===== src/design/sar_format_header_tracker_assert.svh =====
// assertion helpers shared by the tracker modules
`ifndef SAR_FORMAT_HEADER_TRACKER_ASSERT_SVH
`define SAR_FORMAT_HEADER_TRACKER_ASSERT_SVH

// same-cycle implication, clocked on clk_i, off during reset
`define SFHT_ASSERT_IMPL(label, ante, cons) \
  label: assert property (@(posedge clk_i) disable iff (!rst_ni) (ante) |-> (cons)) \
    else $error("sfht assertion failed");

// next-cycle implication, clocked on clk_i, off during reset
`define SFHT_ASSERT_NEXT(label, ante, cons) \
  label: assert property (@(posedge clk_i) disable iff (!rst_ni) (ante) |=> (cons)) \
    else $error("sfht assertion failed");

`endif


===== src/design/sfht_pkg.sv =====
`timescale 1ns / 1ps
`default_nettype none

package sfht_pkg;

  localparam int unsigned SUBCOM_SLOTS = 48;
  localparam int unsigned SEQ_SEGMENTS = 21;

  localparam int unsigned SlotW = 6;
  localparam int unsigned SegW  = 6;

  localparam logic [SlotW-1:0] SLOT_LAST  = SlotW'(SUBCOM_SLOTS);
  localparam logic [SlotW-1:0] SLOT_FIRST = SlotW'(1);
  localparam logic [SegW-1:0]  SEG_FULL   = SegW'(SEQ_SEGMENTS);
  localparam logic [SegW-1:0]  SEG_MAX    = '1;

  localparam logic [7:0] ACT_CAL   = 8'hA9;
  localparam logic [7:0] ACT_REP   = 8'hAA;
  localparam logic [7:0] ACT_NOISE = 8'h88;

  typedef struct packed {
    logic [5:0]  subcom_slot;
    logic [7:0]  packet_id;
    logic        zero_format;
    logic [31:0] format_count;
    logic [7:0]  orbit_number;
    logic [31:0] board_time;
    logic [15:0] window_start;
    logic [15:0] pulse_interval;
    logic [7:0]  cal_atten;
    logic [7:0]  rx_atten;
    logic [7:0]  activity;
    logic        first_segment;
  } in_t;

  typedef struct packed {
    logic        is_zero;
    logic        slot_error;
    logic        aux_complete;
    logic        count_continuous;
    logic [31:0] miss_total;
    logic [5:0]  change_mask;
    logic        cal_ready;
    logic        replica_ready;
    logic        echo_ready;
    logic        noise_ready;
    logic        activity_error;
    logic [5:0]  segment_count;
  } out_t;

  typedef struct packed {
    logic slot_error;
    logic aux_complete;
  } aux_res_t;

  typedef struct packed {
    logic        count_continuous;
    logic [31:0] miss_total;
    logic [5:0]  change_mask;
    logic        cal_ready;
    logic        replica_ready;
    logic        echo_ready;
    logic        noise_ready;
    logic        activity_error;
    logic [5:0]  segment_count;
  } fmt_res_t;

endpackage

`default_nettype wire


===== src/design/sfht_aux_track.sv =====
`timescale 1ns / 1ps
`default_nettype none

`include "sar_format_header_tracker_assert.svh"

module sfht_aux_track (
  input  wire logic             clk_i,
  input  wire logic             rst_ni,
  input  wire logic             fire_i,
  input  wire sfht_pkg::in_t    data_i,
  output sfht_pkg::aux_res_t    res_o
);

  logic                       valid_q, valid_d;
  logic [7:0]                 packet_q, packet_d;
  logic [sfht_pkg::SlotW-1:0] start_q, start_d;
  logic [sfht_pkg::SlotW-1:0] cur_q, cur_d;
  logic signed [2:0]          rot_q, rot_d;

  logic                       new_pkt;
  logic signed [2:0]          rot_a;
  logic [sfht_pkg::SlotW-1:0] cur_a;
  logic [sfht_pkg::SlotW:0]   cur_inc;
  logic [sfht_pkg::SlotW-1:0] slot;
  logic                       range_bad, step_bad, err, done;

  always_comb begin
    slot     = data_i.subcom_slot;
    new_pkt  = !valid_q || (packet_q != data_i.packet_id);
    rot_a    = new_pkt ? -3'sd1 : rot_q;
    start_d  = new_pkt ? slot : start_q;
    cur_a    = new_pkt ? slot : cur_q;
    cur_inc  = {1'b0, cur_a} + {{sfht_pkg::SlotW{1'b0}}, 1'b1};

    range_bad = (slot > sfht_pkg::SLOT_LAST) || (slot == '0);
    step_bad  = (cur_a != slot) &&
                !((cur_a == sfht_pkg::SLOT_LAST) && (slot == sfht_pkg::SLOT_FIRST)) &&
                (cur_inc != {1'b0, slot});
    err = range_bad || step_bad;

    rot_d = rot_a;
    if (err) begin
      rot_d = 3'sd0;
    end else if ((slot == start_d) && (rot_a < 3'sd3)) begin
      rot_d = rot_a + 3'sd1;
    end
    done = (rot_d == 3'sd1);
    if (done) begin
      rot_d = 3'sd2;
    end

    valid_d  = !err;
    packet_d = data_i.packet_id;
    cur_d    = slot;

    res_o.slot_error   = err;
    res_o.aux_complete = done;
  end

  always_ff @(posedge clk_i or negedge rst_ni) begin
    if (!rst_ni) begin
      valid_q  <= 1'b0;
      packet_q <= '0;
      start_q  <= '0;
      cur_q    <= '0;
      rot_q    <= 3'sd0;
    end else if (fire_i) begin
      valid_q  <= valid_d;
      packet_q <= packet_d;
      start_q  <= start_d;
      cur_q    <= cur_d;
      rot_q    <= rot_d;
    end
  end

  // a completed rotation always parks the count at two
  `SFHT_ASSERT_NEXT(a_done_parks, fire_i && res_o.aux_complete, rot_q == 3'sd2)
  // a slot error always drops the held packet
  `SFHT_ASSERT_NEXT(a_err_drops, fire_i && res_o.slot_error, !valid_q && (rot_q == 3'sd0))

endmodule

`default_nettype wire


===== src/design/sfht_fmt_track.sv =====
`timescale 1ns / 1ps
`default_nettype none

`include "sar_format_header_tracker_assert.svh"

module sfht_fmt_track (
  input  wire logic             clk_i,
  input  wire logic             rst_ni,
  input  wire logic             fire_i,
  input  wire sfht_pkg::in_t    data_i,
  output sfht_pkg::fmt_res_t    res_o
);

  logic        pv_q, pv_d;
  logic [31:0] pc_q, pc_d;
  logic [31:0] miss_q, miss_d;
  logic [7:0]  orbit_q, orbit_d;
  logic [31:0] time_q, time_d;
  logic [15:0] win_q, win_d;
  logic [15:0] pri_q, pri_d;
  logic [7:0]  catt_q, catt_d;
  logic [7:0]  ratt_q, ratt_d;
  logic        is_cal_q, is_cal_d;
  logic        ok_q, ok_d;
  logic [sfht_pkg::SegW-1:0] cnt_q, cnt_d;

  logic        cont, is_seg, want_cal;
  logic [5:0]  mask;

  always_comb begin
    pv_d     = pv_q;
    pc_d     = pc_q;
    miss_d   = miss_q;
    orbit_d  = orbit_q;
    time_d   = time_q;
    win_d    = win_q;
    pri_d    = pri_q;
    catt_d   = catt_q;
    ratt_d   = ratt_q;
    is_cal_d = is_cal_q;
    ok_d     = ok_q;
    cnt_d    = cnt_q;
    cont     = 1'b0;
    mask     = '0;
    is_seg   = (data_i.activity == sfht_pkg::ACT_CAL) ||
               (data_i.activity == sfht_pkg::ACT_REP);
    want_cal = (data_i.activity == sfht_pkg::ACT_CAL);

    res_o = '0;

    if (!data_i.zero_format) begin
      cont = !(pv_q && (data_i.format_count != (pc_q + 32'd1)));
      if (!cont) begin
        miss_d = miss_q + (data_i.format_count - pc_q);
      end
      pc_d = data_i.format_count;
      pv_d = 1'b1;

      mask[0] = (orbit_q != data_i.orbit_number);
      mask[1] = (time_q  != data_i.board_time);
      mask[2] = (win_q   != data_i.window_start);
      mask[3] = (pri_q   != data_i.pulse_interval);
      mask[4] = (catt_q  != data_i.cal_atten);
      mask[5] = (ratt_q  != data_i.rx_atten);
      orbit_d = data_i.orbit_number;
      time_d  = data_i.board_time;
      win_d   = data_i.window_start;
      pri_d   = data_i.pulse_interval;
      catt_d  = data_i.cal_atten;
      ratt_d  = data_i.rx_atten;

      if (is_seg) begin
        if (data_i.first_segment) begin
          is_cal_d = want_cal;
          ok_d     = 1'b1;
          cnt_d    = '0;
        end
        ok_d = ok_d && (is_cal_d == want_cal);
        if (ok_d) begin
          ok_d = cont;
          if (cnt_d != sfht_pkg::SEG_MAX) begin
            cnt_d = cnt_d + sfht_pkg::SegW'(1);
          end
        end
        res_o.echo_ready    = 1'b1;
        res_o.cal_ready     = want_cal && is_cal_d && ok_d && (cnt_d == sfht_pkg::SEG_FULL);
        res_o.replica_ready = !want_cal && !is_cal_d && ok_d &&
                              (cnt_d == sfht_pkg::SEG_FULL);
      end else if (data_i.activity == sfht_pkg::ACT_NOISE) begin
        res_o.noise_ready = 1'b1;
      end else begin
        res_o.activity_error = 1'b1;
        ok_d = 1'b0;
      end
    end

    res_o.count_continuous = cont;
    res_o.miss_total       = miss_d;
    res_o.change_mask      = mask;
    res_o.segment_count    = cnt_d;
  end

  always_ff @(posedge clk_i or negedge rst_ni) begin
    if (!rst_ni) begin
      pv_q     <= 1'b0;
      pc_q     <= '0;
      miss_q   <= '0;
      orbit_q  <= '0;
      time_q   <= '0;
      win_q    <= '0;
      pri_q    <= '0;
      catt_q   <= '0;
      ratt_q   <= '0;
      is_cal_q <= 1'b0;
      ok_q     <= 1'b0;
      cnt_q    <= '0;
    end else if (fire_i) begin
      pv_q     <= pv_d;
      pc_q     <= pc_d;
      miss_q   <= miss_d;
      orbit_q  <= orbit_d;
      time_q   <= time_d;
      win_q    <= win_d;
      pri_q    <= pri_d;
      catt_q   <= catt_d;
      ratt_q   <= ratt_d;
      is_cal_q <= is_cal_d;
      ok_q     <= ok_d;
      cnt_q    <= cnt_d;
    end
  end

  // a non-filler beat always leaves a counter to compare against
  `SFHT_ASSERT_NEXT(a_count_held, fire_i && !data_i.zero_format,
                    pv_q && (pc_q == $past(data_i.format_count)))
  // a ready flag needs a good sequence left behind
  `SFHT_ASSERT_NEXT(a_ready_ok, fire_i && (res_o.cal_ready || res_o.replica_ready),
                    ok_q && (cnt_q == sfht_pkg::SEG_FULL))

endmodule

`default_nettype wire


===== src/design/sar_format_header_tracker.sv =====
`timescale 1ns / 1ps
`default_nettype none

// Format header tracker: takes one parsed format header per beat and returns one
// status beat for it, in order. A new header can be taken every clock cycle while
// the input is not stalled; each header is held in the input register and its
// result in the result register, with all tracking state updated in the single
// compare-and-update pass between them. Both channels use valid/stall; the input
// stalls only when both registers are full and the result side is stalling.
// There are no configuration registers, and reset clears all tracking state.

`include "sar_format_header_tracker_assert.svh"

module sar_format_header_tracker (
  input  wire logic          clk_i,
  input  wire logic          rst_ni,
  input  wire logic          in_valid_i,
  output logic               in_stall_o,
  input  wire sfht_pkg::in_t in_data_i,
  output logic               out_valid_o,
  input  wire logic          out_stall_i,
  output sfht_pkg::out_t     out_data_o
);

  logic               s1_valid_q;
  sfht_pkg::in_t      s1_data_q;
  logic               out_valid_q;
  sfht_pkg::out_t     out_data_q, out_data_d;
  logic               adv, fire;
  sfht_pkg::aux_res_t aux_res;
  sfht_pkg::fmt_res_t fmt_res;

  assign adv        = !out_valid_q || !out_stall_i;
  assign fire       = s1_valid_q && adv;
  assign in_stall_o = s1_valid_q && !adv;

  sfht_aux_track u_aux (
    .clk_i  (clk_i),
    .rst_ni (rst_ni),
    .fire_i (fire),
    .data_i (s1_data_q),
    .res_o  (aux_res)
  );

  sfht_fmt_track u_fmt (
    .clk_i  (clk_i),
    .rst_ni (rst_ni),
    .fire_i (fire),
    .data_i (s1_data_q),
    .res_o  (fmt_res)
  );

  always_comb begin
    out_data_d.is_zero          = s1_data_q.zero_format;
    out_data_d.slot_error       = aux_res.slot_error;
    out_data_d.aux_complete     = aux_res.aux_complete;
    out_data_d.count_continuous = fmt_res.count_continuous;
    out_data_d.miss_total       = fmt_res.miss_total;
    out_data_d.change_mask      = fmt_res.change_mask;
    out_data_d.cal_ready        = fmt_res.cal_ready;
    out_data_d.replica_ready    = fmt_res.replica_ready;
    out_data_d.echo_ready       = fmt_res.echo_ready;
    out_data_d.noise_ready      = fmt_res.noise_ready;
    out_data_d.activity_error   = fmt_res.activity_error;
    out_data_d.segment_count    = fmt_res.segment_count;
  end

  always_ff @(posedge clk_i or negedge rst_ni) begin
    if (!rst_ni) begin
      s1_valid_q  <= 1'b0;
      out_valid_q <= 1'b0;
    end else begin
      if (!in_stall_o) begin
        s1_valid_q <= in_valid_i;
      end
      if (adv) begin
        out_valid_q <= s1_valid_q;
      end
    end
  end

  always_ff @(posedge clk_i) begin
    if (in_valid_i && !in_stall_o) begin
      s1_data_q <= in_data_i;
    end
    if (fire) begin
      out_data_q <= out_data_d;
    end
  end

  assign out_valid_o = out_valid_q;
  assign out_data_o  = out_data_q;

  // an unblocked header always lands in the result register
  `SFHT_ASSERT_NEXT(a_moves_on, s1_valid_q && !in_stall_o, out_valid_q)
  // the input side only stalls with both stages full
  `SFHT_ASSERT_IMPL(a_stall_full, in_stall_o, s1_valid_q && out_valid_q && out_stall_i)

endmodule

`default_nettype wire

===== config.mk =====
export PLATFORM = sky130hd
export DESIGN_NAME = sar_format_header_tracker
export DESIGN_NICKNAME = d
export VERILOG_FILES = /design/src/design/sfht_pkg.sv /design/src/design/sfht_aux_track.sv /design/src/design/sfht_fmt_track.sv /design/src/design/sar_format_header_tracker.sv
export VERILOG_INCLUDE_DIRS = /design/src /design/src/design
export SDC_FILE = /design/constraint.sdc
export NUM_CORES = 1
export LEC_CHECK = 0
export ABC_AREA = 1
export BUFFER_PORTS_ARGS = -buffer_cell sky130_fd_sc_hd__buf_4
export CAP_MARGIN = 10
export CORE_ASPECT_RATIO = 1.5
export CORE_MARGIN = 2
export CORE_UTILIZATION = 62
export CTS_BUF_LIST = sky130_fd_sc_hd__clkbuf_2 sky130_fd_sc_hd__clkbuf_4 sky130_fd_sc_hd__clkbuf_8
export CTS_CLUSTER_SIZE = 30
export DETAILED_ROUTE_END_ITERATION = 7
export PLACE_DENSITY = 0.8
export RECOVER_POWER = 50
export SLEW_MARGIN = 25
export SYNTH_ARGS = -nofsm -noshare
export SYNTH_HDL_FRONTEND = slang
export SYNTH_SLANG_ARGS = --single-unit

===== constraint.sdc =====
create_clock -name clk_i -period 4.8 [get_ports clk_i]
set_clock_uncertainty 0.2 [all_clocks]
set_input_delay 0.96 -clock clk_i [delete_from_list [all_inputs] [get_ports clk_i]]
set_output_delay 0.96 -clock clk_i [all_outputs]
set_load 0.01 [all_outputs]

==> flow_metrics.env <==
export IMPL_status="complete, but fails checks"
export IMPL_failed_checks="max-capacitance violations, max-slew violations"
export IMPL_max_ir_drop_vdd_uv=332
export IMPL_sequential_cell_area_um2=10600
export IMPL_max_stage_delay_ns=0.57
export IMPL_routed_wl_um=48000
export IMPL_tritoncts_sink_count=384
export IMPL_cts_tree="done"
export IMPL_routedWlPerCell_um=16.3
export IMPL_worst_slew_pin_slew_ns=2.86
export IMPL_fmax_mhz=263
export IMPL_post_route_drc_count=0
export IMPL_nets=2707
export IMPL_grt_antenna_before_repair=1
export IMPL_synth_yosys_seq_area_share=0.519
export IMPL_syn_instance_count=2265
export IMPL_internal_power_mw=7.96
export IMPL_maxSlewHeadroom=-0.908
export IMPL_critPathSlowestCell="sky130_fd_sc_hd__o21ai_0"
export IMPL_grt_pass1_wl_um=77400
export IMPL_clkTransAtPathRegs_ns=0.06
export IMPL_globalRouteMet1Util=0.318
export IMPL_pwr_dens_nw_per_um2=556
export IMPL_io_pins=203
export IMPL_path_category_of_the_worst_min_delay_check="register to register"
export IMPL_total_count_of_hold_check_failures_in_the_final_report=0
export IMPL_switching_share=0.392
export IMPL_drive_gt1_frac=0.168
export IMPL_met3_usage=0.0463
export IMPL_synth_edff_count=197
export IMPL_power_net_switching_mw=5.13
export IMPL_buffers_added_on_ports=202
export IMPL_synth_ff_latch_count=384
export IMPL_share_comb_of_total_power=0.414
export IMPL_dieArea_um2=34400
export IMPL_detail_route_vias_per_cell=5.37
export IMPL_crit_family="compound AO/OA/AOI/OAI gates"
export IMPL_vias=15900
export IMPL_buffer_depth_of_the_longest_clock_path=3
export IMPL_first_iter_violations=960
export IMPL_die_h_um=226
export IMPL_first_global_vias=16100
export IMPL_p_total_mw=13.1
export IMPL_cts_hold_buffers=0
export IMPL_worst_ep_arrival_ns=4.18
export IMPL_start_util=0.628
export IMPL_post_synth_instance_area_um2=20400
export IMPL_worst_path_max_fanout=4
export IMPL_fp_coreArea_um2=32500
export IMPL_ranking_of_synthesized_cells_by_area="sky130_fd_sc_hd__edfxtp_1 (29%), sky130_fd_sc_hd__dfrtp_1 (23%), sky130_fd_sc_hd__nand2_1 (12%)"
export IMPL_root_buffer="sky130_fd_sc_hd__clkbuf_8"
export IMPL_top_usage_layer="met2"
export IMPL_power_clock_fraction=0.214
export IMPL_syn_mean_instance_area_um2=9.02
export IMPL_rows=81
export IMPL_hold_ws_ns=0.290
export IMPL_most_common_cell_after_layout_fill_and_taps_aside="sky130_fd_sc_hd__nand2_1"
export IMPL_synth_warning_count=0
export IMPL_ys_flop_type="sky130_fd_sc_hd__edfxtp_1"
export IMPL_place_congestion=0.996
export IMPL_ys_async_sr_fraction=0.487
export IMPL_drt_pre_antenna_iters=5
export IMPL_dpl_cell_count=2846
export IMPL_finalNonFillerCells=2953
export IMPL_area_growth_pct=15.4
export IMPL_min_period_over_period=0.793
export IMPL_setup_viol=0
export IMPL_maxSlewViolCount=100
export IMPL_yosys_area_top_type_share=0.290
export IMPL_timing_setup_critical_path_class="register to register"
export IMPL_synth_largest_area_cell="sky130_fd_sc_hd__edfxtp_1"
export IMPL_grt_use_met2=0.505
export IMPL_static_leakage_power_nw=11.2
export IMPL_die_width_um=152
export IMPL_timing_setup_tns_ns=0
export IMPL_globalRouteTotalUtil=0.281
export IMPL_critical_path_startpoint_type="register"
export IMPL_ctsResizeCount=0
export IMPL_synthDistinctLibCells=52
export IMPL_cts_htree_levels=2
export IMPL_overflow=0
export IMPL_finalWorstPathRequiredPeriod_ns=3.81
export IMPL_final_core_util=0.724
export IMPL_critical_path_most_common_cell="sky130_fd_sc_hd__nand2_1"
export IMPL_cp_required_ns=5.17
export IMPL_final_cell_mix="sky130_fd_sc_hd__nand2_1 (637), sky130_fd_sc_hd__inv_1 (316), sky130_fd_sc_hd__edfxtp_1 (197)"
export IMPL_cp_buffers_inverters=1
export IMPL_antenna_left=0
export IMPL_worstSetupEndpointType="register"
export IMPL_power_frac_seq=0.371
export IMPL_grt_setup_unrepaired="false"
export IMPL_maximum_number_of_pins_on_one_net_before_global_route_repair=101
export IMPL_fillers=2453
export IMPL_cts_post_setup_buffers_inserted=0
export IMPL_synth_fp_nets=2483
export IMPL_cap_viol_max_count=1
export IMPL_multi_input_comb_area_um2=8370
export IMPL_post_detailed_placement_half_perimeter_wirelength_um=35300
export IMPL_crit_path_cell_trace="inv_1 > fa_1 > fa_1 > o21ai_0 > a21oi_1 > o21ai_0 > nand3_1 > nand3_1 > nand2_1 > nand2_1 > xor2_1 > nand4_1 > nand2_2 > nand2_1 > nand2_1"
export IMPL_cts_buffers_inserted=56
export IMPL_worstSkewPairLatency_ns=0.64
-- path summary, 6_finish.rpt --
path                                            start                      endpoint  slack, ns  depth (start not counted)
max                           s1_data_q[98]$_DFFE_PP_  u_fmt.miss_q[26]$_DFFE_PN0P_       0.99                         15
min                        u_aux.rot_q[2]$_DFFE_PN0P_    u_aux.rot_q[2]$_DFFE_PN0P_       0.29                          2
max reg2reg                   s1_data_q[98]$_DFFE_PP_  u_fmt.miss_q[26]$_DFFE_PN0P_       0.99                         15
min reg2reg                u_aux.rot_q[2]$_DFFE_PN0P_    u_aux.rot_q[2]$_DFFE_PN0P_       0.29                          2
max in group asynchronous                      rst_ni   u_fmt.time_q[6]$_DFFE_PN0P_       1.33                          2
min in group asynchronous                      rst_ni    u_fmt.cnt_q[0]$_DFFE_PN0P_       1.00                          1
-- cell type report --
class                           instances  area share
Inverter                              323      0.0518
Timing Repair Buffer                  221      0.0696
Multi-Input combinational cell       1503       0.355
Clock buffer                           78      0.0405
Clock inverter                         28      0.0108
Antenna cell                            1    0.000106
Sequential cell                       384       0.450
Tap cell                              415      0.0220
-- worst register-to-register path, delay by kind of cell (launching register included) --
family | cells | cell delay [ns]
xor+xnor | 1 | 0.15
fa+ha+maj | 2 | 1.00
flops | 1 | 0.38
buf+inv | 1 | 0.08
compound gates | 3 | 1.10
simple gates | 8 | 0.84
-- Yosys cell counts (all sizes together) (3+ instances only) --
master	instances
buf	11
dfrtp	187
clkbuf	44
a31oi	5
nor3b	5
xnor2	42
fa	31
inv	321
a21oi	41
o21ai	143
xor2	93
nand3	74
o22ai	3
a21o	7
nand4	83
xnor3	5
ha	39
nor2	142
nand3b	4
nor3	21
a221oi	3
and2	4
or2	23
o21bai	7
edfxtp	197
nor4	17
nand2	695
-- power by group through the flow --
stage | clock network, mW | registers, mW | logic (mW)
global route | 3.01 | 4.94 | 6.13
finish | 2.81 | 4.86 | 5.43
detailed placement | 0 | 4.90 | 5.38
floorplan | 0 | 4.83 | 3.91
global placement | 0 | 4.87 | 5.25
CTS | 2.86 | 4.85 | 5.41
-- flip-flops by register name, indices dropped and copies added, names as in the netlist --
| signal | flops |
|---|---|
| out_data_o | 53 |
| u_aux.valid_q | 1 |
| u_fmt.is_cal_q | 1 |
| s1_data_q | 143 |
| u_fmt.orbit_q | 8 |
| u_aux.start_q | 6 |
| u_fmt.ratt_q | 8 |
| u_fmt.cnt_q | 6 |
| u_fmt.win_q | 16 |
| u_fmt.pv_q | 1 |
| u_fmt.miss_q | 32 |
| u_fmt.ok_q | 1 |
| s1_valid_q | 1 |
| u_fmt.time_q | 32 |
| u_aux.cur_q | 6 |
| u_fmt.catt_q | 8 |
| u_aux.packet_q | 8 |
| u_aux.rot_q | 3 |
| u_fmt.pri_q | 16 |
| u_fmt.pc_q | 32 |
| out_valid_o | 1 |
| out_data_d | 1 |
-- per-layer routing --
metal,wire length (µm),share of wire,vias to the layer above
met5,0,0,-
met3,2580,0.054,164
met4,2560,0.053,0
met1,18200,0.38,7431
met2,24700,0.51,517
li1,-,-,7746
-- per-stage QoR --
stage          setup WS, ns  area [µm²]
5_1_grt               0.709       23600
2_1_floorplan         0.143       20400
3_3_place_gp           1.08       22400
4_1_cts                1.01       23600
3_5_place_dp           1.01       22400
6_report              0.992       23600
-- cells by family (layout without fill, tap and decap cells) --
family                     count (synthesis)  in the layout  share of synthesized area
buffers and inverters                    378            650                     0.0716
xor gates and xnor gates                 140            140                     0.0634
and+or+nand+nor                         1069           1069                      0.232
other                                      0              1                          0
AOI/OAI and AO/OA                        224            224                     0.0600
DFF                                      384            384                      0.519
adders and majority gates                 70             70                     0.0543
Note: power is estimated with default switching activity, not from simulation.
